<file path="src/rtl/htfd_pkg.sv">
`default_nettype none

package htfd_pkg;

    // CRC-8 settings used by the sensor for each 16-bit word.
    localparam logic [7:0] CRC_INIT = 8'hFF;
    localparam logic [7:0] CRC_POLY = 8'h31;

    // Scale factors in hundredths: full span of each quantity and the offset; then the divisor.
    localparam logic [14:0] TEMP_SPAN   = 15'd17500;
    localparam logic [13:0] HUMI_SPAN   = 14'd10000;
    localparam logic [15:0] TEMP_OFFSET = 16'd4500;
    localparam logic [16:0] SCALE_DIV   = 17'd65535;

    // Position of the next byte inside the six-byte frame.
    typedef enum logic [2:0] {
        POS_TEMP_MSB = 3'd0,
        POS_TEMP_LSB = 3'd1,
        POS_TEMP_CRC = 3'd2,
        POS_HUMI_MSB = 3'd3,
        POS_HUMI_LSB = 3'd4,
        POS_HUMI_CRC = 3'd5
    } byte_pos_t;

    // One checked frame on its way from the front end to the scaling pipeline.
    typedef struct packed {
        logic [15:0] temp_word;
        logic [15:0] humi_word;
        logic        crc_error;
    } frame_t;

    // Feed one byte into the CRC, most significant bit first.
    function automatic logic [7:0] crc_feed(input logic [7:0] crc, input logic [7:0] data);
        logic [7:0] c;
        c = crc ^ data;
        for (int k = 0; k < 8; k++) begin
            if (c[7])
            begin
                c = {c[6:0], 1'b0} ^ CRC_POLY;
            end
            else
            begin
                c = {c[6:0], 1'b0};
            end
        end
        return c;
    endfunction

endpackage

`default_nettype wire

</file>
<file path="src/rtl/htfd_front.sv">
`default_nettype none

module htfd_front (
    input  wire logic            clk,
    input  wire logic            rst_n,
    input  wire logic            in_valid,
    output logic                 in_ready,
    input  wire logic [7:0]      in_byte,
    input  wire logic            in_start,
    output logic                 push_valid,
    output htfd_pkg::frame_t     push_data,
    input  wire logic            queue_full
);

    htfd_pkg::byte_pos_t pos_reg, pos_next;
    htfd_pkg::byte_pos_t pos_now;
    logic [7:0]  crc_reg, crc_next;
    logic [7:0]  crc_now;
    logic [15:0] temp_hold_reg, temp_hold_next;
    logic [15:0] humi_hold_reg, humi_hold_next;
    logic        temp_fail_reg, temp_fail_next;
    logic        accept;

    // Bytes are taken whenever the queue has room for a finished frame.
    assign in_ready = !queue_full;
    assign accept   = in_valid && in_ready;

    // State register.
    always_ff @(posedge clk or negedge rst_n)
    begin
        if (!rst_n)
        begin
            pos_reg       <= htfd_pkg::POS_TEMP_MSB;
            crc_reg       <= htfd_pkg::CRC_INIT;
            temp_hold_reg <= '0;
            humi_hold_reg <= '0;
            temp_fail_reg <= 1'b0;
        end
        else
        begin
            pos_reg       <= pos_next;
            crc_reg       <= crc_next;
            temp_hold_reg <= temp_hold_next;
            humi_hold_reg <= humi_hold_next;
            temp_fail_reg <= temp_fail_next;
        end
    end

    // Byte sequencer: a start flag or a stray count restarts the frame.
    always_comb
    begin
        pos_now = pos_reg;
        crc_now = crc_reg;
        if (in_start || (pos_reg > htfd_pkg::POS_HUMI_CRC))
        begin
            pos_now = htfd_pkg::POS_TEMP_MSB;
            crc_now = htfd_pkg::CRC_INIT;
        end

        pos_next       = pos_reg;
        crc_next       = crc_reg;
        temp_hold_next = temp_hold_reg;
        humi_hold_next = humi_hold_reg;
        temp_fail_next = temp_fail_reg;
        push_valid     = 1'b0;
        push_data.temp_word = temp_hold_reg;
        push_data.humi_word = humi_hold_reg;
        push_data.crc_error = temp_fail_reg || (crc_now != in_byte);

        if (accept)
        begin
            case (pos_now)
                htfd_pkg::POS_TEMP_MSB:
                begin
                    crc_next       = htfd_pkg::crc_feed(htfd_pkg::CRC_INIT, in_byte);
                    temp_hold_next = {in_byte, temp_hold_reg[7:0]};
                    pos_next       = htfd_pkg::POS_TEMP_LSB;
                end
                htfd_pkg::POS_TEMP_LSB:
                begin
                    crc_next       = htfd_pkg::crc_feed(crc_now, in_byte);
                    temp_hold_next = {temp_hold_reg[15:8], in_byte};
                    pos_next       = htfd_pkg::POS_TEMP_CRC;
                end
                htfd_pkg::POS_TEMP_CRC:
                begin
                    temp_fail_next = (crc_now != in_byte);
                    crc_next       = htfd_pkg::CRC_INIT;
                    pos_next       = htfd_pkg::POS_HUMI_MSB;
                end
                htfd_pkg::POS_HUMI_MSB:
                begin
                    crc_next       = htfd_pkg::crc_feed(crc_now, in_byte);
                    humi_hold_next = {in_byte, humi_hold_reg[7:0]};
                    pos_next       = htfd_pkg::POS_HUMI_LSB;
                end
                htfd_pkg::POS_HUMI_LSB:
                begin
                    crc_next       = htfd_pkg::crc_feed(crc_now, in_byte);
                    humi_hold_next = {humi_hold_reg[15:8], in_byte};
                    pos_next       = htfd_pkg::POS_HUMI_CRC;
                end
                htfd_pkg::POS_HUMI_CRC:
                begin
                    push_valid = 1'b1;
                    crc_next   = htfd_pkg::CRC_INIT;
                    pos_next   = htfd_pkg::POS_TEMP_MSB;
                end
                default:
                begin
                    pos_next = htfd_pkg::POS_TEMP_MSB;
                end
            endcase
        end
    end

endmodule

`default_nettype wire

</file>
<file path="src/rtl/htfd_queue.sv">
`default_nettype none

module htfd_queue #(
    parameter int DEPTH = 2
) (
    input  wire logic              clk,
    input  wire logic              rst_n,
    input  wire logic              push_valid,
    input  wire htfd_pkg::frame_t  push_data,
    output logic                   full,
    output logic                   pop_valid,
    output htfd_pkg::frame_t       pop_data,
    input  wire logic              pop_ready
);

    localparam int PTR_W = $clog2(DEPTH);
    localparam int CNT_W = $clog2(DEPTH + 1);
    localparam logic [PTR_W-1:0] LAST_PTR = PTR_W'(DEPTH - 1);
    localparam logic [CNT_W-1:0] FULL_CNT = CNT_W'(DEPTH);

    htfd_pkg::frame_t  entry_reg [DEPTH];
    logic [PTR_W-1:0]  wr_ptr_reg, wr_ptr_next;
    logic [PTR_W-1:0]  rd_ptr_reg, rd_ptr_next;
    logic [CNT_W-1:0]  count_reg, count_next;
    logic              do_push;
    logic              do_pop;

    assign full      = (count_reg == FULL_CNT);
    assign pop_valid = (count_reg != '0);
    assign pop_data  = entry_reg[rd_ptr_reg];
    assign do_push   = push_valid && !full;
    assign do_pop    = pop_valid && pop_ready;

    // Pointer and fill count update.
    always_comb
    begin
        wr_ptr_next = wr_ptr_reg;
        rd_ptr_next = rd_ptr_reg;
        count_next  = count_reg;
        if (do_push)
        begin
            wr_ptr_next = (wr_ptr_reg == LAST_PTR) ? '0 : wr_ptr_reg + 1'b1;
        end
        if (do_pop)
        begin
            rd_ptr_next = (rd_ptr_reg == LAST_PTR) ? '0 : rd_ptr_reg + 1'b1;
        end
        if (do_push && !do_pop)
        begin
            count_next = count_reg + 1'b1;
        end
        else if (do_pop && !do_push)
        begin
            count_next = count_reg - 1'b1;
        end
    end

    always_ff @(posedge clk or negedge rst_n)
    begin
        if (!rst_n)
        begin
            wr_ptr_reg <= '0;
            rd_ptr_reg <= '0;
            count_reg  <= '0;
        end
        else
        begin
            wr_ptr_reg <= wr_ptr_next;
            rd_ptr_reg <= rd_ptr_next;
            count_reg  <= count_next;
        end
    end

    // Entry storage needs no reset.
    always_ff @(posedge clk)
    begin
        if (do_push)
        begin
            entry_reg[wr_ptr_reg] <= push_data;
        end
    end

endmodule

`default_nettype wire

</file>
<file path="src/rtl/htfd_back.sv">
`default_nettype none

module htfd_back (
    input  wire logic              clk,
    input  wire logic              rst_n,
    input  wire logic              in_valid,
    output logic                   in_ready,
    input  wire htfd_pkg::frame_t  in_data,
    output logic                   out_valid,
    input  wire logic              out_ready,
    output logic signed [14:0]     temp_centi,
    output logic [13:0]            humi_centi,
    output logic [15:0]            temp_word,
    output logic [15:0]            humi_word,
    output logic                   crc_error
);

    // Stage 1: scaled products.
    logic              s1_valid_reg, s1_valid_next;
    logic [30:0]       temp_prod_reg, temp_prod_next;
    logic [29:0]       humi_prod_reg, humi_prod_next;
    htfd_pkg::frame_t  s1_frame_reg;
    logic              s1_ready;

    // Stage 2: quotients and output register.
    logic              out_valid_reg, out_valid_next;
    logic [14:0]       temp_centi_reg, temp_centi_next;
    logic [13:0]       humi_centi_reg, humi_centi_next;
    htfd_pkg::frame_t  out_frame_reg;
    logic              out_free;

    logic [14:0]       temp_q_est;
    logic [16:0]       temp_rem;
    logic [14:0]       temp_q;
    logic [13:0]       humi_q_est;
    logic [16:0]       humi_rem;
    logic [13:0]       humi_q;

    // A stage moves on when the one after it is empty or emptying.
    assign out_free = !out_valid_reg || out_ready;
    assign s1_ready = !s1_valid_reg || out_free;
    assign in_ready = s1_ready;

    assign temp_prod_next = 31'(in_data.temp_word) * 31'(htfd_pkg::TEMP_SPAN);
    assign humi_prod_next = 30'(in_data.humi_word) * 30'(htfd_pkg::HUMI_SPAN);

    // Divide by 65535: the quotient by 65536 is low by at most one, and the
    // remainder against 65535 is the low half plus that quotient.
    always_comb
    begin
        temp_q_est = temp_prod_reg[30:16];
        temp_rem   = {1'b0, temp_prod_reg[15:0]} + {2'b00, temp_q_est};
        temp_q     = temp_q_est + 15'(temp_rem >= htfd_pkg::SCALE_DIV);
        humi_q_est = humi_prod_reg[29:16];
        humi_rem   = {1'b0, humi_prod_reg[15:0]} + {3'b000, humi_q_est};
        humi_q     = humi_q_est + 14'(humi_rem >= htfd_pkg::SCALE_DIV);
        temp_centi_next = 15'({1'b0, temp_q} - htfd_pkg::TEMP_OFFSET);
        humi_centi_next = humi_q;
    end

    always_comb
    begin
        s1_valid_next  = s1_valid_reg;
        out_valid_next = out_valid_reg;
        if (s1_ready)
        begin
            s1_valid_next = in_valid;
        end
        if (out_free)
        begin
            out_valid_next = s1_valid_reg;
        end
    end

    always_ff @(posedge clk or negedge rst_n)
    begin
        if (!rst_n)
        begin
            s1_valid_reg  <= 1'b0;
            out_valid_reg <= 1'b0;
        end
        else
        begin
            s1_valid_reg  <= s1_valid_next;
            out_valid_reg <= out_valid_next;
        end
    end

    // Payload registers load only on a transfer into their stage.
    always_ff @(posedge clk)
    begin
        if (s1_ready && in_valid)
        begin
            temp_prod_reg <= temp_prod_next;
            humi_prod_reg <= humi_prod_next;
            s1_frame_reg  <= in_data;
        end
        if (out_free && s1_valid_reg)
        begin
            temp_centi_reg <= temp_centi_next;
            humi_centi_reg <= humi_centi_next;
            out_frame_reg  <= s1_frame_reg;
        end
    end

    assign out_valid  = out_valid_reg;
    assign temp_centi = $signed(temp_centi_reg);
    assign humi_centi = humi_centi_reg;
    assign temp_word  = out_frame_reg.temp_word;
    assign humi_word  = out_frame_reg.humi_word;
    assign crc_error  = out_frame_reg.crc_error;

endmodule

`default_nettype wire

</file>
<file path="src/rtl/humidity_temperature_frame_decode_core.sv">
// Channel   Direction  Payload
// s_axis    in         tdata[7:0] rx_byte, tuser frame_start
// m_axis    out        tdata temp_centi, humi_centi, temp_word, humi_word; tuser crc_error
//
// One byte is taken per cycle while the queue is not full; the CRC is updated as each byte is taken.
// A result passes from its sixth byte through the queue, the product stage and the
// divide-by-65535 stage with the output register.
// Reset clears the byte count, CRC, hold words, queue and pipeline valids.
// A stalled output backs up the pipeline and then the queue; the input stalls
// only when the queue is full.
`default_nettype none

module humidity_temperature_frame_decode_core #(
    parameter int QUEUE_DEPTH = 2
) (
    input  wire logic        clk,
    input  wire logic        rst_n,
    input  wire logic        s_tvalid,
    output logic             s_tready,
    input  wire logic [7:0]  s_tdata,   // [7:0] rx_byte
    input  wire logic        s_tuser,   // [0] frame_start
    output logic             m_tvalid,
    input  wire logic        m_tready,
    // [14:0] temp_centi, [28:15] humi_centi, [44:29] temp_word,
    // [60:45] humi_word, [63:61] zero
    output logic [63:0]      m_tdata,
    output logic             m_tuser    // [0] crc_error
);

    logic              push_valid;
    htfd_pkg::frame_t  push_data;
    logic              queue_full;
    logic              pop_valid;
    htfd_pkg::frame_t  pop_data;
    logic              pop_ready;
    logic signed [14:0] temp_centi;
    logic [13:0]       humi_centi;
    logic [15:0]       temp_word;
    logic [15:0]       humi_word;

    htfd_front u_front (
        .clk        (clk),
        .rst_n      (rst_n),
        .in_valid   (s_tvalid),
        .in_ready   (s_tready),
        .in_byte    (s_tdata),
        .in_start   (s_tuser),
        .push_valid (push_valid),
        .push_data  (push_data),
        .queue_full (queue_full)
    );

    htfd_queue #(
        .DEPTH (QUEUE_DEPTH)
    ) u_queue (
        .clk        (clk),
        .rst_n      (rst_n),
        .push_valid (push_valid),
        .push_data  (push_data),
        .full       (queue_full),
        .pop_valid  (pop_valid),
        .pop_data   (pop_data),
        .pop_ready  (pop_ready)
    );

    htfd_back u_back (
        .clk        (clk),
        .rst_n      (rst_n),
        .in_valid   (pop_valid),
        .in_ready   (pop_ready),
        .in_data    (pop_data),
        .out_valid  (m_tvalid),
        .out_ready  (m_tready),
        .temp_centi (temp_centi),
        .humi_centi (humi_centi),
        .temp_word  (temp_word),
        .humi_word  (humi_word),
        .crc_error  (m_tuser)
    );

    assign m_tdata = {3'b000, humi_word, temp_word, humi_centi, temp_centi};

endmodule

`default_nettype wire

</file>
<file path="config.mk">
export PLATFORM = sky130hd
export DESIGN_NAME = humidity_temperature_frame_decode_core
export DESIGN_NICKNAME = d
export VERILOG_FILES = /design/src/rtl/htfd_pkg.sv /design/src/rtl/htfd_front.sv /design/src/rtl/htfd_queue.sv /design/src/rtl/htfd_back.sv /design/src/rtl/humidity_temperature_frame_decode_core.sv
export SDC_FILE = /design/constraint.sdc
export NUM_CORES = 1
export LEC_CHECK = 0
export BUFFER_PORTS_ARGS = -buffer_cell sky130_fd_sc_hd__buf_2
export CORE_ASPECT_RATIO = 0.8
export CORE_UTILIZATION = 48
export CTS_BUF_LIST = sky130_fd_sc_hd__clkbuf_2
export CTS_CLUSTER_SIZE = 25
export DETAILED_ROUTE_END_ITERATION = 10
export REMOVE_ABC_BUFFERS = 1
export SYNTH_ARGS = -nofsm -noshare
export SYNTH_HDL_FRONTEND = slang
export SYNTH_HIERARCHICAL = 1
export SYNTH_SLANG_ARGS = --single-unit
</file>
<file path="constraint.sdc">
create_clock -name clk -period 6.2 [get_ports clk]
set_input_delay 1.24 -clock clk [delete_from_list [all_inputs] [get_ports clk]]
set_output_delay 1.24 -clock clk [all_outputs]
set_load 0.01 [all_outputs]
</file>
# Word level (Yosys, flattened, before mapping)
# Memory sizes are Yosys's and may differ from the RTL's.
# Cells that the tools add are included.
[word_totals] in_bits=13 ramBits=66 ff_bits=200 output_inout_bits=67 mem_count=1
[memory_table] memory="u_queue.entry_reg" depth=2 width=33 read_ports=1 rd_ports_with_merged_regs=0 write_ports=1 line_no="htfd_queue.sv:21" source="htfd_pkg::frame_t entry_reg [DEPTH];"
[classes] n_mul=2 n_addsub=9 n_eq_ne=7 n_reduce_logical=26 n_mux=100 magnitude_cmp=3 n_bitwise=36
[op_table] op="8-bit 2-to-1 mux" n=57
[op_table] op="6-bit 2-to-1 mux" n=30
[op_table] op="3-bit NOT" n=30
[op_table] op="16-bit one-hot mux with 2 select lines" n=2
[op_table] op="8-bit one-hot mux with 5 select lines" n=1
[op_table] op="17-bit by 16-bit >= comparator with 1-bit output (second input constant)" n=2
[op_table] op="16-bit by 13-bit multiplier with 29-bit output (second input constant)" n=1
[op_table] op="16-bit by 10-bit multiplier with 26-bit output (second input constant)" n=1
[op_table] op="16-bit by 14-bit adder with 17-bit output" n=1
[op_table] op="16-bit by 15-bit adder with 17-bit output" n=1
[op_table] op="15-bit by 1-bit adder with 15-bit output" n=1
[op_table] op="3-bit one-hot mux with 5 select lines" n=1
[op_table] op="15-bit by 13-bit subtractor with 15-bit output (second input constant)" n=1
[op_table] op="14-bit by 1-bit adder with 14-bit output" n=1
[op_table] op="3-bit AND reduction" n=4
[op_table] op="8-bit != test" n=1
[op_table] op="8-bit NOT" n=1
[op_table] op="8-bit bitwise XOR" n=1
[op_table] op="3-bit by 2-bit == test with 1-bit output (second input constant)" n=2
[op_table] op="3-bit == test (second input constant)" n=2
[op_table] op="1-bit logical AND" n=6
[op_table] op="1-bit 2-to-1 mux" n=6
[op_table] op="1-bit zero test" n=5
[op_table] op="5-bit nonzero test" n=1
[op_table] op="other kinds (14)" n=24

# Logic depth before layout (Yosys ltp)
[logic_depth] word_depth=35 depth_mapped=22 depth_no_buf=20

# Hierarchy
# The synthesis kept the hierarchy.
[modules_own_cells] mod="htfd_back" area_each_um2=11785.1 cells_per_inst=1006 n_inst=1
[modules_own_cells] mod="htfd_queue" area_each_um2=2733.9 cells_per_inst=122 n_inst=1
[modules_own_cells] mod="htfd_front" area_each_um2=2272.2 cells_per_inst=186 n_inst=1
[modules_own_cells] mod="humidity_temperature_frame_decode_core" area_each_um2=26.3 cells_per_inst=4 n_inst=1

# Worst setup path after synthesis
# No wires, ideal clock.
[synth_timing] path_kind="reg2reg" startpoint="register u_queue.rd_ptr_reg" endpoint="register u_back.temp_prod_reg[28], data pin" path_stages_with_launch=19 period_less_slack_ns=4.994 setup_ns=0.260 arrival_time_ns=4.734 path_slack_ns=1.206 required_ns=5.940 cell_sequence="dfrtp_1 -> buf_6 -> buf_12 -> mux2_4 -> ha_1 -> fa_1 -> ha_1 -> ha_1 -> inv_1 -> fa_1 -> inv_1 -> fa_1 -> a21oi_1 -> o22ai_1 -> o2111ai_2 -> o211ai_2 -> a221o_1 -> a221oi_2 -> xnor2_1"
[synth_lines] item="start: declaration" line_no="htfd_queue.sv:23" source="logic [PTR_W-1:0] rd_ptr_reg, rd_ptr_next;"
[synth_lines] item="start signal: assignment" line_no="htfd_queue.sv:69" source="rd_ptr_reg <= rd_ptr_next;"
[synth_lines] item="end signal: assignment" line_no="htfd_back.sv:94" source="temp_prod_reg <= temp_prod_next;"
[synth_lines] item="end: declaration" line_no="htfd_back.sv:20" source="logic [30:0] temp_prod_reg, temp_prod_next;"

==> run_results.csv <==
group,metric,value,unit
floorplan,row_count,60,
floorplan,die_w,211,µm
critical_path,slowest_stage,"dfrtp_2",
critical_path,worstPathRequired,6760,ps
critical_path,r2r_cells,17,
layout,multi_input_area,0.00835,mm²
layout,fill_cells,3035,
route,ant_nets,0,
global_routing,first_global_vias,10402,
critical_path,cpPeakStageDelay,630,ps
route,dr.first_iter.drc_count,447,
timing,setup_ws,559,ps
critical_path,crit_path_end,"u_back/temp_prod_reg[28]$_DFFE_PP_",
critical_path,startpoint,"u_queue/rd_ptr_reg$_DFFE_PN0P_",
place,gp_congestion,0.869,
critical_path,r2r_start,"u_queue/rd_ptr_reg$_DFFE_PN0P_",
logic_synthesis,synth-seq-area-share,45.2,%
critical_path,cp.buffers_inverters,3,
timing,max_slew.worst_pin.slew,989,ps
global_routing,grt_overflow,0,
layout,nNetsFinal,1742,
place,place_ws,586,ps
clocking,cts_made_buffers,70,
hold_path,hold_path.class,"register to register",
critical_path,end_kind,"register",
logic_synthesis,syn_inst,1318,
timing,max_freq,0.177,GHz
critical_path,cp_num_cells,17,
critical_path,reg2reg_to,"u_back/temp_prod_reg[28]$_DFFE_PP_",
floorplan,start_util,49.3,%
layout,fin_cells,1971,
timing,slew_headroom,34.1,%
route,wire_per_inst,16.8,µm
timing,hold_viol_final,0,
layout,area.growth.synth_to_final,8.94,%
logic_synthesis,synth.distinct_cells,78,
critical_path,path_max_fanout,24,
timing,drv_slew,0,
place,dpl_cell_area,0.0177,mm²
logic_synthesis,async_reset_ff_share,19.2,%
route,vias,10147,
logic_synthesis,synth_edf_count,211,
critical_path,worstPathArrival,6200,ps
outcome,run_status,"finished, final reports clean",
hold_path,whs_path_depth,0,
global_routing,antenna_found_initial,1,
layout,final_area,0.0183,mm²
timing,fin_crit,5640,ps
floorplan,die_area,0.0358,mm²
place,dp_cells,1844,
global_routing,grtUsageTotal,19.5,%
floorplan,ios,80,
job,maxCapViolCount,0,
timing,setup_tns,0,ps
timing,period_share,91.0,%
place,port_buffers,76,
logic_synthesis,syn_area,0.0168,mm²
logic_synthesis,syn_avg_cell_area,12.8,µm²
layout,drive_gt1_share,19.7,%
clocking,clk_path_buf_depth,3,
critical_path,cp_cell_sequence,"buf_12 > mux2_4 > ha_1 > fa_1 > ha_1 > ha_1 > inv_1 > fa_1 > inv_1 > fa_1 > a21oi_1 > o22ai_1 > o2111ai_2 > o211ai_2 > a221o_1 > a221oi_2 > xnor2_1",
clocking,cts_tree,"built",
logic_synthesis,yosysTopAreaCell,"edfxtp_1",
timing,clock_skew,69.4,ps
critical_path,critPathLaunchType,"register",
clocking,cts_max_level,3,
global_routing,grt_start_max_net_pins,63,
route,dr.pass1.iters,5,
global_routing,grt_pass1_wl,54000,µm
critical_path,ff2ff_setup_slack,560,ps
clocking,hold_buffers,0,
clocking,cts_resized,0,
place,hpwl,23900,µm
logic_synthesis,synth.area.top_cells,"edfxtp_1 (38%), ha_1 (15%), fa_1 (9.8%)",
timing,setup_violations,0,
logic_synthesis,synth_most_common_cell,"edfxtp_1",
logic_synthesis,synth_top_area_share,37.7,%
layout,regArea,0.00760,mm²
clocking,cts_root_buffer,"clkbuf_2",
logic_synthesis,synth_commonest_cells,"edfxtp_1 (211), ha_1 (196), inv_1 (191)",
layout,largest_reg_flops,66,
logic_synthesis,synth_flop_cell,"edfxtp_1",
floorplan,core-area,0.0341,mm²
clocking,post_cts_buffers,0,
clocking,worstSkewPairLatency,860,ps
route,drt-total-wl,33100,µm
floorplan,fp.dieH,169,µm
route,drc,0,
critical_path,path_class,"register to register",
critical_path,cpLargestDelayFamily,"adder cells",
timing,rsz0062_at_grt,"false",
logic_synthesis,ys_ff_latch,261,
clocking,clock_sinks,261,
clocking,clk_pin_slew,110,ps
logic_synthesis,synth_warnings,6,
route,viasPerCell,5.15,
[cell families (layout without fill, tap and decap cells)]
family          after synthesis  after routing  synth area share (%)
flops                       261            261                  45.2
fa+ha+maj                   279            279                  24.4
xor+xnor                    106            106                  5.90
buf+inv                     213            398                  5.28
other cells                   1              4                0.0223
simple gates                188            188                  5.87
compound gates              201            201                  8.10
mux                          69             69                  5.25
[through the flow]
stage                     util (%)  hold slack [ps]
final                         53.8              418
after global placement        51.9              403
after CTS                     53.7              396
after detailed placement      51.9              405
after floorplan                  -              400
after global routing          53.8              421
[layout make-up]
type	instances	share of cell area (%)
Tap cell	465	3.18
Inverter	191	3.91
Clock inverter	19	0.594
Multi-Input combinational cell	846	45.6
Clock buffer	107	2.92
Sequential cell	261	41.5
Timing Repair Buffer	81	2.35
Antenna cell	1	0.0137
[placed cells by master, fill, tap and decap left out, types with 10 or more instances in the layout]
master    Yosys  final
ha_1        196    196
a21oi_1      47     47
edfxtp_1    211    211
o21ai_0      40     40
nor2b_1      12     12
mux2_2       37     37
nand3_1      16     16
clkbuf_2      0    107
xnor2_1      64     64
clkinv_1      0     11
a21o_1       24     24
a211oi_1     14     14
dfrtp_1      42     41
fa_1         82     82
mux2_4       29     29
nand2b_1     18     18
nand2_1      34     34
o21a_1       11     11
nor2_1       45     44
buf_2         2     76
xor2_1       37     37
inv_1       191    191
nand4_1      10     10
[worst min path at each step]
stage	startpoint	endpoint	slack, ps
CTS	rst_n	u_front/humi_hold_reg[12]$_DFFE_PN0P_	400
global placement	u_back/s1_frame_reg[29]$_DFFE_PP_	u_back/temp_word[12]$_DFFE_PP_	400
finish	u_back/s1_frame_reg[15]$_DFFE_PP_	u_back/humi_word[14]$_DFFE_PP_	420
global route	u_back/s1_frame_reg[15]$_DFFE_PP_	u_back/humi_word[14]$_DFFE_PP_	420
floorplan	u_back/s1_frame_reg[0]$_DFFE_PP_	u_back/crc_error$_DFFE_PP_	400
detailed placement	u_back/s1_frame_reg[13]$_DFFE_PP_	u_back/humi_word[12]$_DFFE_PP_	410
[routing by layer]
| metal | GRT usage, % | wire length (µm) | vias to the layer above |
|---|---|---|---|
| met4 | 7.25 | 874 | 0 |
| met2 | 28.5 | 14100 | 233 |
| li1 | - | - | 4969 |
| met1 | 28.7 | 16700 | 4887 |
| met3 | 3.68 | 1410 | 58 |
| met5 | 0 | 0 | - |
Power is left out: the tool's default activity adds up to more than one toggle a clock period on the data nets, which glitch-free logic cannot reach.
